==> src/rtl/spc_pkg.sv <==
// shared types and constants for the spiral index to coordinate pipeline
package spc_pkg;

	localparam int unsigned SIDE_W = 16;
	localparam int unsigned POS_W  = 32;
	localparam int unsigned SQ_STAGES = 8;
	localparam int unsigned STEPS_PER_STAGE = 2;

	// payload while the square root is worked out
	typedef struct packed {
		logic [POS_W-1:0]  pos;
		logic [POS_W-1:0]  area;
		logic [SIDE_W-1:0] c;
		logic              side_bad;
		logic [POS_W-1:0]  rem;
		logic [POS_W-1:0]  root;
	} sq_t;

	// payload after the ring number and inner square are known
	typedef struct packed {
		logic              err;
		logic [POS_W-1:0]  pos;
		logic [POS_W-1:0]  inner;
		logic [SIDE_W-1:0] k;
		logic [SIDE_W-1:0] c;
	} ring_t;

	// payload after the side and step split
	typedef struct packed {
		logic              err;
		logic              corner;
		logic [1:0]        side_sel;
		logic [SIDE_W:0]   step;
		logic [SIDE_W-1:0] k;
		logic [SIDE_W-1:0] c;
	} split_t;

endpackage

==> src/rtl/spc_sqrt_stage.sv <==
// two digit steps of the integer square root, registered
module spc_sqrt_stage #(
	parameter int unsigned STAGE = 0
) (
	input  logic          clk,
	input  logic          en,
	input  spc_pkg::sq_t  d,
	output spc_pkg::sq_t  q
);
	import spc_pkg::*;

	sq_t nxt;

	// restoring root digits, highest bit pair first
	always_comb begin
		logic [POS_W-1:0] bitv;
		logic [POS_W:0]   trial;
		nxt = d;
		for (int i = 0; i < STEPS_PER_STAGE; i++) begin
			bitv = POS_W'(1) << (POS_W - 2 - 2 * (STAGE * STEPS_PER_STAGE + i));
			trial = {1'b0, nxt.root} + {1'b0, bitv};
			if ({1'b0, nxt.rem} >= trial) begin
				nxt.rem  = nxt.rem - trial[POS_W-1:0];
				nxt.root = (nxt.root >> 1) + bitv;
			end else begin
				nxt.root = nxt.root >> 1;
			end
		end
	end

	always_ff @(posedge clk) begin
		if (en) begin
			q <= nxt;
		end
	end
endmodule

==> src/rtl/spc_ring_stage.sv <==
// ring number, inner square and error flag, registered
module spc_ring_stage (
	input  logic           clk,
	input  logic           en,
	input  spc_pkg::sq_t   d,
	output spc_pkg::ring_t q
);
	import spc_pkg::*;

	logic [SIDE_W:0]   r_inc;
	logic [SIDE_W-1:0] k;
	logic [SIDE_W-1:0] odd;

	// k = (r + 1) / 2, odd = 2k - 1
	assign r_inc = {1'b0, d.root[SIDE_W-1:0]} + (SIDE_W+1)'(1);
	assign k     = r_inc[SIDE_W:1];
	assign odd   = {k[SIDE_W-2:0], 1'b0} - SIDE_W'(1);

	always_ff @(posedge clk) begin
		if (en) begin
			q.err   <= (d.pos == '0) || (d.pos > d.area) || d.side_bad;
			q.pos   <= d.pos;
			q.inner <= POS_W'(odd) * POS_W'(odd);
			q.k     <= k;
			q.c     <= d.c;
		end
	end
endmodule

==> src/rtl/spc_split_stage.sv <==
// offset past the inner square split into side and step, registered
module spc_split_stage (
	input  logic            clk,
	input  logic            en,
	input  spc_pkg::ring_t  d,
	output spc_pkg::split_t q
);
	import spc_pkg::*;

	// the offset stays below 8k, so three compares find the side
	logic [SIDE_W+2:0] m;
	logic [SIDE_W+2:0] d1;
	logic [SIDE_W+2:0] d2;
	logic [SIDE_W+2:0] d3;
	logic [1:0]        sel;
	logic [SIDE_W+2:0] base;

	assign m  = (SIDE_W+3)'(d.pos - d.inner);
	assign d1 = {2'b00, d.k, 1'b0};
	assign d2 = {1'b0, d.k, 2'b00};
	assign d3 = d1 + d2;

	always_comb begin
		if (m < d1) begin
			sel = 2'd0;
			base = '0;
		end else if (m < d2) begin
			sel = 2'd1;
			base = d1;
		end else if (m < d3) begin
			sel = 2'd2;
			base = d2;
		end else begin
			sel = 2'd3;
			base = d3;
		end
	end

	always_ff @(posedge clk) begin
		if (en) begin
			q.err      <= d.err;
			q.corner   <= (d.pos == d.inner);
			q.side_sel <= sel;
			q.step     <= (SIDE_W+1)'(m - base);
			q.k        <= d.k;
			q.c        <= d.c;
		end
	end
endmodule

==> src/rtl/spiral_index_to_coordinate_core.sv <==
// top level: spiral position to grid row and column, fully pipelined
//
// input channel s_*: tdata carries side_length in [15:0] and position in
// [47:16]; one query per transfer.
// output channel m_*: tdata carries row in [15:0] and column in [31:16],
// tuser carries index_error; one result per query, in query order.
// the pipeline has 12 register stages: one stage for the side square, eight
// stages of two root digits each for the square root of position, then
// ring, side split and coordinate stages, each registered in that order.
// throughput is one query per cycle while the receiver takes results;
// the root pipeline sets the depth.
// each stage holds a valid bit and loads when it or a later stage is free,
// so bubbles close up while the receiver stalls and nothing is dropped.
// an error (position zero, beyond side squared, or side above MAX_SIDE)
// gives row and column of zero with index_error set.
// reset clears all valid bits; data registers are not reset.
module spiral_index_to_coordinate_core #(
	parameter int unsigned MAX_SIDE = 65535
) (
	input  logic        clk,
	input  logic        arst_n,
	input  logic        s_tvalid,
	output logic        s_tready,
	input  logic [47:0] s_tdata,   // side_length, position
	output logic        m_tvalid,
	input  logic        m_tready,
	output logic [31:0] m_tdata,   // row, column
	output logic        m_tuser    // index_error
);
	import spc_pkg::*;

	localparam int unsigned NST = SQ_STAGES + 4;
	localparam int unsigned RING = SQ_STAGES + 1;
	localparam int unsigned SPLIT = SQ_STAGES + 2;
	localparam int unsigned OUT = SQ_STAGES + 3;

	logic [NST-1:0] v_q;
	logic [NST-1:0] rdy;
	sq_t            sq_s [SQ_STAGES+1];
	ring_t          ring_s;
	split_t         split_s;
	logic [15:0]    row_s;
	logic [15:0]    col_s;
	logic           err_s;
	logic [SIDE_W-1:0] side_in;

	assign side_in = s_tdata[15:0];

	// a stage takes new data when empty or when its content moves on
	always_comb begin
		rdy[NST-1] = !v_q[NST-1] || m_tready;
		for (int i = NST - 2; i >= 0; i--) begin
			rdy[i] = !v_q[i] || rdy[i+1];
		end
	end

	assign s_tready = rdy[0];

	// valid bits travel with the data
	always_ff @(posedge clk or negedge arst_n) begin
		if (!arst_n) begin
			v_q <= '0;
		end else begin
			if (rdy[0]) begin
				v_q[0] <= s_tvalid;
			end
			for (int i = 1; i < NST; i++) begin
				if (rdy[i]) begin
					v_q[i] <= v_q[i-1];
				end
			end
		end
	end

	// front stage: side square, grid center, root seed
	always_ff @(posedge clk) begin
		if (rdy[0]) begin
			sq_s[0].pos      <= s_tdata[47:16];
			sq_s[0].area     <= POS_W'(side_in) * POS_W'(side_in);
			sq_s[0].c        <= SIDE_W'(({1'b0, side_in} + 17'd1) >> 1);
			sq_s[0].side_bad <= side_in > SIDE_W'(MAX_SIDE);
			sq_s[0].rem      <= s_tdata[47:16];
			sq_s[0].root     <= '0;
		end
	end

	// square root pipeline
	for (genvar g = 0; g < SQ_STAGES; g++) begin : g_sqrt
		spc_sqrt_stage #(.STAGE(g)) u_sqrt (
			.clk (clk),
			.en  (rdy[g+1]),
			.d   (sq_s[g]),
			.q   (sq_s[g+1])
		);
	end

	spc_ring_stage u_ring (
		.clk (clk),
		.en  (rdy[RING]),
		.d   (sq_s[SQ_STAGES]),
		.q   (ring_s)
	);

	spc_split_stage u_split (
		.clk (clk),
		.en  (rdy[SPLIT]),
		.d   (ring_s),
		.q   (split_s)
	);

	// coordinate select into the output register
	always_ff @(posedge clk) begin
		logic [15:0] ck;
		logic [15:0] cmk;
		logic [15:0] b;
		if (rdy[OUT]) begin
			ck  = split_s.c + split_s.k;
			cmk = split_s.c - split_s.k;
			b   = split_s.step[15:0];
			err_s <= split_s.err;
			if (split_s.err) begin
				row_s <= '0;
				col_s <= '0;
			end else if (split_s.corner) begin
				row_s <= ck - 16'd1;
				col_s <= ck - 16'd1;
			end else begin
				case (split_s.side_sel)
					2'd0: begin
						row_s <= ck;
						col_s <= ck - b;
					end
					2'd1: begin
						row_s <= ck - b;
						col_s <= cmk;
					end
					2'd2: begin
						row_s <= cmk;
						col_s <= cmk + b;
					end
					default: begin
						row_s <= cmk + b;
						col_s <= ck;
					end
				endcase
			end
		end
	end

	assign m_tvalid = v_q[OUT];
	assign m_tdata  = {col_s, row_s};
	assign m_tuser  = err_s;
endmodule

==> config.mk <==
export PLATFORM = sky130hd
export DESIGN_NAME = spiral_index_to_coordinate_core
export DESIGN_NICKNAME = d
export VERILOG_FILES = /design/src/rtl/spc_pkg.sv /design/src/rtl/spc_sqrt_stage.sv /design/src/rtl/spc_ring_stage.sv /design/src/rtl/spc_split_stage.sv /design/src/rtl/spiral_index_to_coordinate_core.sv
export SDC_FILE = /design/constraint.sdc
export NUM_CORES = 2
export LEC_CHECK = 0
export ABC_AREA = 1
export CAP_MARGIN = 0
export CORE_MARGIN = 2
export CORE_UTILIZATION = 33
export CTS_CLUSTER_SIZE = 28
export DETAILED_ROUTE_END_ITERATION = 10
export DONT_BUFFER_PORTS = 1
export GPL_ROUTABILITY_DRIVEN = 0
export PLACE_DENSITY = 0.45
export REMOVE_ABC_BUFFERS = 1
export SLEW_MARGIN = 5
export SYNTH_ARGS = -nofsm -noshare
export SYNTH_HDL_FRONTEND = slang
export SYNTH_SLANG_ARGS = --single-unit
==> constraint.sdc <==
create_clock -name clk -period 36.1 [get_ports clk]
set_input_delay 7.22 -clock clk [delete_from_list [all_inputs] [get_ports clk]]
set_output_delay 7.22 -clock clk [all_outputs]
set_load 0.005 [all_outputs]
# After elaboration in Yosys (flattened, before gate mapping)
# Index checks and enable logic that the tools add are counted.
dict set report word_totals {
  latchBits 0
  romBits 0
  memories 0
  regBits 1387
  word_cells 236
  inputBits 52
  ram_bits 0
}
dict set report op_classes {
  div_mod_pow 0
  n_shift 0
  reduce_logical 29
  n_lt_le_gt_ge 21
  muxes 40
  n_eq_ne 3
  mul 2
  n_bitwise 0
  addsub 56
}
# cell n
set ops {}
lappend ops {{32-bit 2-to-1 mux} 22}
lappend ops {{32-bit by 33-bit greater-or-equal comparator with 1-bit output} 15}
lappend ops {{32-bit subtractor} 14}
lappend ops {{31-bit 2-to-1 mux} 8}
lappend ops {{16-bit 2-to-1 mux} 6}
lappend ops {{16-bit case mux with 3 select lines} 2}
lappend ops {{16-bit by 16-bit multiplier with 32-bit output} 2}
lappend ops {{16-bit subtractor} 3}
lappend ops {{16-bit by 1-bit adder with 17-bit output, second input constant} 2}
lappend ops {{32-bit by 1-bit adder with 33-bit output, second input constant} 1}
lappend ops {{32-bit by 11-bit adder with 33-bit output, second input constant} 1}
lappend ops {{32-bit by 13-bit adder with 33-bit output, second input constant} 1}
lappend ops {{32-bit by 15-bit adder with 33-bit output, second input constant} 1}
lappend ops {{32-bit by 17-bit adder with 33-bit output, second input constant} 1}
lappend ops {{32-bit by 19-bit adder with 33-bit output, second input constant} 1}
lappend ops {{32-bit by 21-bit adder with 33-bit output, second input constant} 1}
lappend ops {{32-bit by 23-bit adder with 33-bit output, second input constant} 1}
lappend ops {{32-bit by 25-bit adder with 33-bit output, second input constant} 1}
lappend ops {{32-bit by 27-bit adder with 33-bit output, second input constant} 1}
lappend ops {{32-bit by 29-bit adder with 33-bit output, second input constant} 1}
lappend ops {{32-bit by 3-bit adder with 33-bit output, second input constant} 1}
lappend ops {{32-bit by 5-bit adder with 33-bit output, second input constant} 1}
lappend ops {{32-bit by 7-bit adder with 33-bit output, second input constant} 1}
lappend ops {{32-bit by 9-bit adder with 33-bit output, second input constant} 1}
lappend ops {{other kinds (35)} 62}

# Longest topological paths before layout
dict set report logic_depth {
  depth_word 13
  ltp_mapped 42
}

# Cells and area by module
# From an unflattened synthesis, not the netlist that was laid out.
dict set report hier_totals {
  cells_unflattened 14339
  hier_area_um2 118762.7
}
# module area_each_um2 n_inst seq_area_each_um2 cells_per_inst
set by_module_without_submodules {}
lappend by_module_without_submodules {spiral_index_to_coordinate_core 16620.9 1 3663.5 2072}
lappend by_module_without_submodules {{spc_sqrt_stage (g_sqrt[7].u_sqrt)} 12191.7 1 4354.2 1595}
lappend by_module_without_submodules {spc_ring_stage 11711.2 1 2792.7 1243}
lappend by_module_without_submodules {{spc_sqrt_stage (g_sqrt[6].u_sqrt)} 11230.8 1 4354.2 1381}
lappend by_module_without_submodules {{spc_sqrt_stage (g_sqrt[5].u_sqrt)} 10590.2 1 4354.2 1271}
lappend by_module_without_submodules {{spc_sqrt_stage (g_sqrt[4].u_sqrt)} 10487.6 1 4354.2 1257}
lappend by_module_without_submodules {{spc_sqrt_stage (g_sqrt[0].u_sqrt)} 10321.1 1 4354.2 1314}
lappend by_module_without_submodules {{spc_sqrt_stage (g_sqrt[3].u_sqrt)} 10237.3 1 4354.2 1207}
lappend by_module_without_submodules {{spc_sqrt_stage (g_sqrt[2].u_sqrt)} 9927.0 1 4354.2 1151}
lappend by_module_without_submodules {{spc_sqrt_stage (g_sqrt[1].u_sqrt)} 9785.6 1 4354.2 1138}
lappend by_module_without_submodules {spc_split_stage 5659.2 1 1591.5 710}

# Least setup slack after synthesis
# OpenSTA, ideal clock, no wires.
dict set report synth_timing {
  path_kind {input-to-output}
  startpoint {input m_tready}
  endpoint {output s_tready}
  n_path_buf 0
  t_required_ps 28880
  path_slack_ps 3980
  arrival_ps 24900
  path_stages 18
  cell_sequence {nor2_1 > inv_1 > nor2_1 > inv_1 > nor2_1 > inv_1 > nor2_1 > inv_1 > nor2_1 > inv_1 > nor2_1 > inv_1 > nor2_1 > nand2_1 > nor2_1 > nand2_1 > nor2_1 > nand2_1}
}
dict set report synth_between {
  elab_chain_cells 12
}
# element line
set synth_lines {}
lappend synth_lines {{start, declared} spiral_index_to_coordinate_core.sv:26} ;# input logic m_tready,
lappend synth_lines {{1-bit logical OR} spiral_index_to_coordinate_core.sv:51} ;# rdy[NST-1] = !v_q[NST-1] || m_tready;
lappend synth_lines {{net rdy[11]} spiral_index_to_coordinate_core.sv:38} ;# logic [NST-1:0] rdy;
lappend synth_lines {{1-bit logical OR} spiral_index_to_coordinate_core.sv:53} ;# rdy[i] = !v_q[i] || rdy[i+1];
lappend synth_lines {{net rdy[10]} spiral_index_to_coordinate_core.sv:38}
lappend synth_lines {{1-bit logical OR} spiral_index_to_coordinate_core.sv:53}
lappend synth_lines {{net rdy[9]} spiral_index_to_coordinate_core.sv:38}
lappend synth_lines {{1-bit logical OR} spiral_index_to_coordinate_core.sv:53}
lappend synth_lines {{net g_sqrt[7].u_sqrt.en} spc_sqrt_stage.sv:6} ;# input logic en,
lappend synth_lines {{1-bit logical OR} spiral_index_to_coordinate_core.sv:53}
lappend synth_lines {{net g_sqrt[6].u_sqrt.en} spc_sqrt_stage.sv:6}
lappend synth_lines {{1-bit logical OR} spiral_index_to_coordinate_core.sv:53}
lappend synth_lines {{net g_sqrt[5].u_sqrt.en} spc_sqrt_stage.sv:6}
lappend synth_lines {{1-bit logical OR (2 in series)} spiral_index_to_coordinate_core.sv:53}
lappend synth_lines {{net g_sqrt[3].u_sqrt.en} spc_sqrt_stage.sv:6}
lappend synth_lines {{1-bit logical OR (2 in series)} spiral_index_to_coordinate_core.sv:53}
lappend synth_lines {{net g_sqrt[1].u_sqrt.en} spc_sqrt_stage.sv:6}
lappend synth_lines {{1-bit logical OR (2 in series)} spiral_index_to_coordinate_core.sv:53}
lappend synth_lines {{end, declared} spiral_index_to_coordinate_core.sv:23} ;# output logic s_tready,
# The timed path passes the listed nets, and every way through them passes these cells.

# Worst setup path in the final report
# Same ends and word-level chain as after synthesis.

==> impl_metrics.prom <==
# TYPE chip_impl_metric gauge
chip_impl_info{name="min-delay-path-class",value="reg -> reg"} 1
chip_impl_info{name="root_buffer_master",value="sky130_fd_sc_hd__clkbuf_16"} 1
chip_impl_metric{name="ctsLongestPathBuffers",unit=""} 3
chip_impl_metric{name="finalClockSkew",unit="ns"} 0.0915
chip_impl_info{name="critPathCaptureType",value="output pin"} 1
chip_impl_info{name="layout.cells.most_common",value="sky130_fd_sc_hd__nand2_1"} 1
chip_impl_metric{name="standard_cell_core_area",unit="sq um"} 214000
chip_impl_info{name="ys.flop_type",value="sky130_fd_sc_hd__edfxtp_1"} 1
chip_impl_info{name="setup_crit_start_kind",value="input port"} 1
chip_impl_metric{name="grt_antenna_before_repair",unit=""} 3
chip_impl_metric{name="first_global_vias",unit=""} 49300
chip_impl_info{name="worstReg2RegEnd",value="u_ring.q[52]"} 1
chip_impl_metric{name="crit_fanout",unit=""} 57
chip_impl_metric{name="yosysTopAreaCellShare",unit="%"} 45.5
chip_impl_info{name="r2r-start",value="g_sqrt[7].u_sqrt.q[0]"} 1
chip_impl_metric{name="drt_pre_antenna_iters",unit=""} 6
chip_impl_metric{name="r2r.worst_path.cells",unit=""} 32
chip_impl_metric{name="routed-via-count",unit=""} 48400
chip_impl_metric{name="cts_resized",unit=""} 0
chip_impl_metric{name="track_usage",unit="%"} 16.1
chip_impl_info{name="most_used_cells_in_the_layout_excluding_fill_and_tap_cells",value="sky130_fd_sc_hd__nand2_1 (1496), sky130_fd_sc_hd__inv_1 (1255), sky130_fd_sc_hd__edfxtp_1 (1074)"} 1
chip_impl_metric{name="seq_area_frac_synth",unit="%"} 45.9
chip_impl_info{name="cp-endpoint",value="s_tready"} 1
chip_impl_metric{name="detail_route.drc_violations",unit=""} 0
chip_impl_metric{name="achievable-frequency",unit="GHz"} 0.0517
chip_impl_info{name="global_route.peak_usage_layer",value="met2"} 1
chip_impl_metric{name="postCtsSetupRepairBufs",unit=""} 0
chip_impl_metric{name="timing_worst_slew_pin_value",unit="ns"} 1.08
chip_impl_metric{name="cts_hold_repair.buffers",unit=""} 0
chip_impl_metric{name="clock_transition_at_the_register_clock_pins_on_the_worst_setup_and_hold_paths_after_cts",unit="ns"} 0.06
chip_impl_metric{name="synth-warning-count",unit=""} 0
chip_impl_metric{name="rrSetupSlack",unit="ns"} 26.67
chip_impl_metric{name="cts_max_level",unit=""} 3
chip_impl_metric{name="setup-tns-final",unit="ns"} 0
chip_impl_info{name="rsz0062_at_grt",value="false"} 1
chip_impl_metric{name="syn-mean-instance-area",unit="sq um"} 9.72
chip_impl_metric{name="slew_viols_final",unit=""} 0
chip_impl_metric{name="async_reset_ff_share",unit="%"} 1.10
chip_impl_metric{name="io_pins",unit=""} 87
chip_impl_metric{name="layout_worst_path_cycle_share",unit="%"} 53.6
chip_impl_metric{name="detail_route.iter0.violations",unit=""} 3061
chip_impl_metric{name="row_count",unit=""} 170
chip_impl_metric{name="use_met3",unit="%"} 1.98
chip_impl_metric{name="syn2layout_area_growth",unit="%"} 10.3
chip_impl_metric{name="grt_start_max_net_pins",unit=""} 73
chip_impl_metric{name="post_synth_instance_area",unit="sq um"} 70900
chip_impl_metric{name="floorplan.die.width",unit="um"} 468
chip_impl_metric{name="design.die.area",unit="sq um"} 219000
chip_impl_metric{name="synth_enable_flop_cells",unit=""} 1074
chip_impl_metric{name="max_slew_margin",unit="%"} 27.7
chip_impl_metric{name="drtAntennaViolNets",unit=""} 0
chip_impl_metric{name="report.final.setup_viol",unit=""} 0
chip_impl_metric{name="timing_hold_violations_final",unit=""} 0
chip_impl_metric{name="final_net_count",unit=""} 8273
chip_impl_metric{name="period_needed",unit="ns"} 19.35
chip_impl_info{name="crit_type",value="in -> out"} 1
chip_impl_metric{name="clk_latency",unit="ns"} 0.79
chip_impl_metric{name="die_h",unit="um"} 468
chip_impl_info{name="synth_area_leader_cell",value="sky130_fd_sc_hd__edfxtp_1"} 1
chip_impl_metric{name="timing.max_cap.violations",unit=""} 0
chip_impl_metric{name="worstPathRequired",unit="ns"} 28.88
chip_impl_metric{name="grt_use_met1",unit="%"} 22.4
chip_impl_metric{name="grt_remaining_overflow",unit=""} 0
chip_impl_metric{name="routed_wl",unit="mm"} 175
chip_impl_metric{name="initial_utilization",unit="%"} 33.1
chip_impl_metric{name="drt-vias-per-instance",unit=""} 4.70
chip_impl_info{name="synth_top_cells_by_area",value="sky130_fd_sc_hd__edfxtp_1 (45%), sky130_fd_sc_hd__ha_1 (9.5%), sky130_fd_sc_hd__fa_1 (9.5%)"} 1
chip_impl_info{name="critical_path.startpoint",value="m_tready"} 1
chip_impl_metric{name="grt_pass1_wl",unit="mm"} 279
chip_impl_metric{name="post_synth_num_cell_types",unit=""} 70
chip_impl_metric{name="routed_wire_length_per_instance",unit="um"} 17.0
chip_impl_metric{name="cts.sinks",unit=""} 1086
chip_impl_info{name="cts_tree",value="done"} 1
chip_impl_metric{name="num_cts_buffers",unit=""} 120
chip_impl_metric{name="netlist_instances",unit=""} 7297
chip_impl_metric{name="placement.io_buffers",unit=""} 0
chip_impl_metric{name="place_hpwl",unit="mm"} 139
chip_impl_metric{name="synth_seq_cells",unit=""} 1086
chip_impl_metric{name="worst_ep_arrival_time",unit="ns"} 12.13
chip_impl_metric{name="post_route_cells_drive_above_1_share",unit="%"} 5.72
chip_impl_metric{name="met2_usage",unit="%"} 26.7
chip_impl_info{name="status",value="completed"} 1
## layout make-up
cell class | instances | area, sq um
Multi-Input combinational cell | 4826 | 33100
Timing Repair Buffer | 27 | 203
Fill cell | 21400 | 136000
Tap cell | 2838 | 3550
Clock inverter | 83 | 862
Inverter | 1286 | 4850
Clock buffer | 145 | 3140
Antenna cell | 1 | 2.50
Sequential cell | 1086 | 32600
## per-stage QoR
step                hold WS [ns]  util, %  setup WS (ns)  cells  area [sq um]
finish                     0.375     36.5          16.75  10300         78200
global route               0.377     36.5          16.05  10300         78200
CTS                        0.368     36.5          16.54  10300         78200
detailed placement         0.405     34.7          16.55  10100         74200
global placement           0.404     34.7          16.51  10100         74200
floorplan                  0.400        -           3.98   7198         70400
## cells by family after synthesis
| logic type | count (synthesis) | synth area share (%) |
|---|---|---|
| simple gates | 2798 | 17.1 |
| buf+inv | 1385 | 7.52 |
| flops | 1086 | 45.9 |
| fa+ha+maj | 874 | 19.0 |
| compound gates | 867 | 6.94 |
| xor+xnor | 287 | 3.58 |
## synthesized netlist by cell type (66+ instances only)
cell type / number
sky130_fd_sc_hd__ha_1: 539
sky130_fd_sc_hd__nand2_1: 1499
sky130_fd_sc_hd__edfxtp_1: 1074
sky130_fd_sc_hd__xnor2_1: 102
sky130_fd_sc_hd__o21ai_0: 276
sky130_fd_sc_hd__nand4_1: 104
sky130_fd_sc_hd__inv_1: 1263
sky130_fd_sc_hd__clkbuf_1: 66
sky130_fd_sc_hd__nor3_1: 76
sky130_fd_sc_hd__a21oi_1: 367
sky130_fd_sc_hd__nor2_1: 534
sky130_fd_sc_hd__nand3_1: 363
sky130_fd_sc_hd__xor2_1: 182
sky130_fd_sc_hd__fa_1: 335
## sequential cells by signal, indices dropped and copies added, names as in the netlist
name             flops
sq_s                79
v_q                 12
u_ring.q            94
row_s               16
g_sqrt.u_sqrt.q    816
u_split.q           52
m_tuser              1
col_s               16
## layer usage
layer  vias up  wire (um)
li1      24300          -
met1     23100      83800
met2       847      81700
met3       198       5920
met4         0       3350
met5         -          0
## worst max-delay path, stage by stage
cell and delay (ns):
sky130_fd_sc_hd__nor2_1 0.09, sky130_fd_sc_hd__inv_1 0.04, sky130_fd_sc_hd__buf_4 0.26, sky130_fd_sc_hd__nor2_1 0.17, sky130_fd_sc_hd__inv_2 0.05, sky130_fd_sc_hd__nor2_1 0.18, sky130_fd_sc_hd__inv_4 0.17, sky130_fd_sc_hd__nor2_1 0.18
sky130_fd_sc_hd__clkinv_2 0.39, sky130_fd_sc_hd__nor2_1 0.33, sky130_fd_sc_hd__inv_4 0.28, sky130_fd_sc_hd__nor2_1 0.26, sky130_fd_sc_hd__inv_4 0.24, sky130_fd_sc_hd__nor2_1 0.40, sky130_fd_sc_hd__nand2_4 0.38, sky130_fd_sc_hd__nor2_1 0.44
sky130_fd_sc_hd__nand2_4 0.30, sky130_fd_sc_hd__nor2_1 0.34, sky130_fd_sc_hd__nand2_4 0.39
## worst min-delay path by stage
stage	startpoint	end	slack, ns	cells after the start
3_3_place_gp	g_sqrt[5].u_sqrt.q[121]	g_sqrt[6].u_sqrt.q[121]	0.40	0
2_1_floorplan	sq_s[1260]	g_sqrt[0].u_sqrt.q[100]	0.40	0
6_report	g_sqrt[6].u_sqrt.q[92]	g_sqrt[7].u_sqrt.q[92]	0.37	0
5_1_grt	sq_s[1248]	g_sqrt[0].u_sqrt.q[88]	0.38	0
3_5_place_dp	sq_s[1260]	g_sqrt[0].u_sqrt.q[100]	0.40	0
4_1_cts	sq_s[1241]	g_sqrt[0].u_sqrt.q[81]	0.37	0
Power is left out: the tool's default activity adds up to more than one toggle a clock period on the data nets, which glitch-free logic cannot reach.
